==> config.mk <==
export PLATFORM = sky130hd
export DESIGN_NAME = pau_rules
export DESIGN_NICKNAME = d
export VERILOG_FILES = /design/src/hw/rtl/assert_macros.svh /design/src/hw/rtl/pau_pkg.sv /design/src/hw/rtl/pau_rules.sv
export SDC_FILE = /design/constraint.sdc
export NUM_CORES = 1
export LEC_CHECK = 0
export ABC_AREA = 1
export BUFFER_PORTS_ARGS = -buffer_cell sky130_fd_sc_hd__buf_2
export CELL_PAD_IN_SITES_DETAIL_PLACEMENT = 0
export CELL_PAD_IN_SITES_GLOBAL_PLACEMENT = 2
export CORE_MARGIN = 2
export CORE_UTILIZATION = 18
export DETAILED_ROUTE_END_ITERATION = 16
export PLACE_DENSITY = 0.87
export SYNTH_ARGS = -nofsm -noshare
export SYNTH_HDL_FRONTEND = slang
export SYNTH_SLANG_ARGS = --single-unit
==> constraint.sdc <==
create_clock -name vclk -period 2.6
set_input_delay 0.65 -clock vclk [all_inputs]
set_output_delay 0.65 -clock vclk [all_outputs]
set_load 0.01 [all_outputs]
==> src/hw/rtl/assert_macros.svh <==
// assertion macros for the rtl, used by pixel_art_upscale_2x_3x
// expects signals named clk and rst_n in the scope where a macro is used
`ifndef ASSERT_MACROS_SVH
`define ASSERT_MACROS_SVH

// property checked at every rising edge, off during reset
`define ASSERT_AT(label, prop, msg) \
    label: assert property (@(posedge clk) disable iff (!rst_n) (prop)) else $error(msg);

// condition that must never hold at a rising edge, off during reset
`define ASSERT_NEVER(label, cond, msg) \
    label: assert property (@(posedge clk) disable iff (!rst_n) !(cond)) else $error(msg);

`endif

==> src/hw/rtl/pau_pkg.sv <==
// shared types and constants for the pixel-art upscaler
// used by pau_rules and pixel_art_upscale_2x_3x, depends on nothing
package pau_pkg;

    localparam int PIX_BITS    = 32;
    localparam int MAX_WIDTH   = 2048;
    localparam int MAX_HEIGHT  = 4096;
    localparam int COL_BITS    = $clog2(MAX_WIDTH);
    localparam int ROW_BITS    = $clog2(MAX_HEIGHT);
    localparam int WIDTH_BITS  = 12;
    localparam int HEIGHT_BITS = 13;
    localparam int SCALE_BITS  = 2;
    localparam int CFG_BITS    = 13;
    localparam int CFG_IDX_BITS = 2;

    // register indexes of the configuration port
    localparam logic [CFG_IDX_BITS-1:0] CFG_WIDTH  = 2'd0;
    localparam logic [CFG_IDX_BITS-1:0] CFG_HEIGHT = 2'd1;
    localparam logic [CFG_IDX_BITS-1:0] CFG_SCALE  = 2'd2;

    // register reset values
    localparam logic [WIDTH_BITS-1:0]  WIDTH_RESET  = 12'd640;
    localparam logic [HEIGHT_BITS-1:0] HEIGHT_RESET = 13'd480;
    localparam logic [SCALE_BITS-1:0]  SCALE_RESET  = 2'd2;
    localparam logic [SCALE_BITS-1:0]  SCALE_3X     = 2'd3;

    typedef logic [PIX_BITS-1:0] pix_t;
    // one window column: slot 0 row y-2, slot 1 row y-1, slot 2 row y
    typedef pix_t [2:0] col3_t;
    // nine pixels of a 3x3 neighborhood or of an output block, raster order
    typedef pix_t [8:0] blk_t;

endpackage

==> src/hw/rtl/pau_rules.sv <==
// scale2x / scale3x pixel rules for one 3x3 neighborhood
// depends on pau_pkg
module pau_rules (
    input  logic           three,
    input  pau_pkg::blk_t  nbr,
    output pau_pkg::blk_t  blk
);

    pau_pkg::pix_t a, b, c, d, e, f, g, h, i;
    logic tl, tr, bl, br;

    // neighborhood names, A..I in raster order
    always_comb
    begin
        a = nbr[0];
        b = nbr[1];
        c = nbr[2];
        d = nbr[3];
        e = nbr[4];
        f = nbr[5];
        g = nbr[6];
        h = nbr[7];
        i = nbr[8];
    end

    // corner conditions shared by both modes
    assign tl = (d == b) && (d != h) && (b != f);
    assign tr = (b == f) && (b != d) && (f != h);
    assign bl = (h == d) && (h != f) && (d != b);
    assign br = (f == h) && (f != b) && (h != d);

    // block pixels
    always_comb
    begin
        blk = '0;
        if (!three)
        begin
            blk[0] = tl ? b : e;
            blk[1] = tr ? f : e;
            blk[3] = bl ? d : e;
            blk[4] = br ? h : e;
        end
        else
        begin
            blk[0] = tl ? d : e;
            blk[1] = ((tl && (e != c)) || (tr && (e != a))) ? b : e;
            blk[2] = tr ? f : e;
            blk[3] = ((bl && (e != a)) || (tl && (e != g))) ? d : e;
            blk[4] = e;
            blk[5] = ((tr && (e != i)) || (br && (e != c))) ? f : e;
            blk[6] = bl ? d : e;
            blk[7] = ((br && (e != g)) || (bl && (e != i))) ? h : e;
            blk[8] = br ? f : e;
        end
    end

endmodule

After elaboration in Yosys (flattened, before gate mapping) --
Cells that the tools add are included.
Operators by class: equality and inequality tests 16, muxes and demuxes 14, reduce and logical (&&, ||, !) cells 20
Operators with widths (number):
- $ne 32x32->1 | 12
- $mux 32 | 11
- $eq 32x32->1 | 4
- $mux 128 | 1
- $mux 64 | 2
- $logic_and 1x1->1 | 16
- $logic_or 1x1->1 | 4
Storage, ports and cells: bits in registers 0, input bits 289, word-level logic and storage cells 50

Depth between registers and ports, before layout --
word-level depth 7, gate-level depth with buffers 16, mapped depth without buffers 15

Least setup slack after synthesis --
Ideal clock, no wire load.
kind input -> output, from input nbr[159] in the netlist's numbering, to output blk[162] in the netlist's numbering, arrival 2147 ps, path slack -197 ps, cell stages on the path 12, path buffers 2, cells stage by stage buf_2 > inv_1 > or2_2 > nand3_1 > nor3_1 > nand2_1 > nor3_1 > nand2_1 > nand2_4 > buf_2 > a21oi_1 > nor2_1
RTL lines:
- start, declared | RTL line pau_rules.sv:5 | input pau_pkg::blk_t nbr,
- end, declared | RTL line pau_rules.sv:6 | output pau_pkg::blk_t blk

==> impl_metrics.json <==
{
  "outcome": "finished with violations",
  "violations": "negative setup slack",
  "syn_area_sq_mm": 0.00996,
  "required_ns": 1.95,
  "startpoint": "nbr[183]",
  "drt-wirelength-per-cell_um": 23.1,
  "grt_pass1_wl_mm": 113,
  "fmax_ghz": 0.293,
  "crit_path_end": "blk[262]",
  "fp-row-count": 86,
  "coreArea_sq_mm": 0.0549,
  "avgSynthCellArea_sq_um": 4.69,
  "synth_compound_area_frac": 0.169,
  "yosysUniqueCellTypes": 28,
  "first_global_vias": 16700,
  "gp_congestion": 0.896,
  "yosysWarnings": 0,
  "yosysSeqAreaShare": 0,
  "hold_buffers": 0,
  "grt_usage": 0.271,
  "instances_no_fill": 3743,
  "num_io_pins": 577,
  "drive_gt1_frac": 0.603,
  "grt_max_degree": 79,
  "final_common_cell": "nand2_1",
  "finalPower_uw": 3150,
  "antenna_left": 0,
  "die_width_um": 239,
  "maxUsedRoutingLayer": "met5",
  "worstSetupEndpointType": "output pin",
  "nNetsFinal": 3329,
  "finalHoldViolCount": 0,
  "vias_per_cell": 4.78,
  "start_kind": "input pin",
  "hpwlAfterDp_mm": 59.0,
  "drt-met1-wl_mm": 35.8,
  "cp_max_fo": 7,
  "synthMuxAreaShare": 0,
  "port_buffers": 577,
  "dieArea_sq_mm": 0.0573,
  "synth_nets": 2414,
  "initialDrtViolationCount": 1262,
  "synth_top_family_by_area": "simple AND/OR/NAND/NOR gates",
  "clock_buffers": 0,
  "synth_fa_ha_area_frac": 0,
  "rsz0062_at_grt": "true",
  "worst_ep_arrival_time_ns": 2.76,
  "finalSetupViolCount": 288,
  "fp.dieH_um": 239,
  "yosys.area_share.simple": 0.538,
  "drt_pass1_iterations": 5,
  "seq_cells": 0,
  "synthCells": 2125,
  "final_cell_mix": "nand2_1, buf_2, buf_4",
  "power_leakage_uw": 0.0119,
  "ir_worst_vdd_mv": 0.0656,
  "area_growth_syn_to_layout_pct": 129,
  "hold_class": "in -> out",
  "maxCapViolations": 0,
  "min_path_cells": 4,
  "post-route-min-period_ns": 3.41,
  "initial_core_util": 0.182,
  "antenna_found_initial": 12,
  "dp_slack_ns": -1.18,
  "timing_worst_slew_pin_value_ns": 0.557,
  "dp_cells": 3647,
  "route.met2.wl_mm": 41.2,
  "slew_viol_final": 0,
  "wl_met3_mm": 6.32,
  "setup_ws_ns": -0.807,
  "crit_type": "in -> out",
  "drc": 0,
  "max_slew_margin": 0.629,
  "grt_remaining_overflow": 0,
  "seqCellArea_sq_um": 0,
  "synthXorXnorAreaFrac": 0.140,
  "power.density_mw_per_mm2": 138,
  "period_share": 1.31,
  "vias": 17900,
  "wl_mm": 86.4
}
-- critical path, stage by stage --
cell and delay (ns):
buf_4 0.11, inv_2 0.04, nand2_1 0.05, nand2_1 0.05, nor2_1 0.13, buf_4 0.15, buf_6 0.09, nand3_4 0.06
nor2_4 0.12, nand2_2 0.08, nor2_4 0.14, nor2_4 0.06, buf_6 0.13, nand2_8 0.14, buf_12 0.19, buf_6 0.12
nor2_2 0.03, a211oi_2 0.21, buf_4 0.18
-- worst min path at each step --
stage          endpoint  slack, ns      from
6_report       blk[243]       1.62  nbr[243]
5_1_grt        blk[243]       1.65  nbr[243]
4_1_cts        blk[241]       1.64  nbr[241]
3_5_place_dp   blk[242]       1.67  nbr[242]
3_3_place_gp   blk[242]       1.67  nbr[242]
2_1_floorplan  blk[141]       1.40  nbr[237]
-- synth_stat cells, types with 4 or more instances --
cell / count / area share
a211oi_1: 28 / 0.021
a21oi_1: 67 / 0.034
buf_1: 8 / 0.0030
buf_2: 88 / 0.044
buf_4: 8 / 0.0060
clkbuf_1: 39 / 0.015
inv_1: 195 / 0.073
inv_2: 22 / 0.0083
nand2_1: 774 / 0.29
nand2_2: 4 / 0.0025
nand3_1: 211 / 0.11
nand4_1: 18 / 0.011
nor2_1: 276 / 0.10
nor3_1: 4 / 0.0020
o211ai_1: 64 / 0.048
o21ai_0: 96 / 0.048
o21ai_1: 36 / 0.018
or2_2: 11 / 0.0069
xnor2_1: 127 / 0.11
xor2_1: 32 / 0.028
-- where the power goes --
group          internal [uW]  switching (uW)  total [uW]
Combinational           1450            1690        3150
Clock              0.0000514               0   0.0000514
Sequential                 0               0           0
-- cell families (layout without fill, tap and decap cells) --
kind of cell | count (synthesis) | in the layout
AND/OR/NAND/NOR | 1312 | 1312
other | 0 | 1
AO/OA/AOI/OAI | 291 | 291
buffers and inverters | 363 | 1276
XOR/XNOR | 159 | 159
-- area by class of cell --
type / instances / area [sq um]
Antenna cell: 1 / 2.50
Fill cell: 5945 / 32100
Inverter: 217 / 882
Multi-Input combinational cell: 1762 / 11900
Tap cell: 704 / 881
Timing Repair Buffer: 1059 / 9120
-- timing repair --
| item | CTS | global route |
|---|---|---|
| hold endpoints to repair | 0 | 0 |
| endpoints found under the setup margin | 288 | 288 |
| gates cloned | 29 | 15 |
| buffers inserted | 51 | 23 |
| resized for setup | 530 | 528 |
| pin swaps | 182 | 191 |
-- per-stage QoR --
stage          hold WS (ns)  utilization  setup TNS, ns  area [sq um]
6_report               1.62        0.415        -198.42         22800
5_1_grt                1.65        0.415        -222.86         22800
4_1_cts                1.64        0.375        -194.48         20600
3_5_place_dp           1.67        0.315        -288.18         17300
3_3_place_gp           1.67        0.315        -294.14         17300
2_1_floorplan          1.40            -          -6.70         11000
-- layer usage --
metal / global-route usage / up-vias
li1: - / 8574
met1: 0.347 / 8399
met2: 0.476 / 769
met3: 0.0418 / 149
met4: 0.0600 / 14
met5: 0 / -
Note: power is estimated with default switching activity, not from simulation.
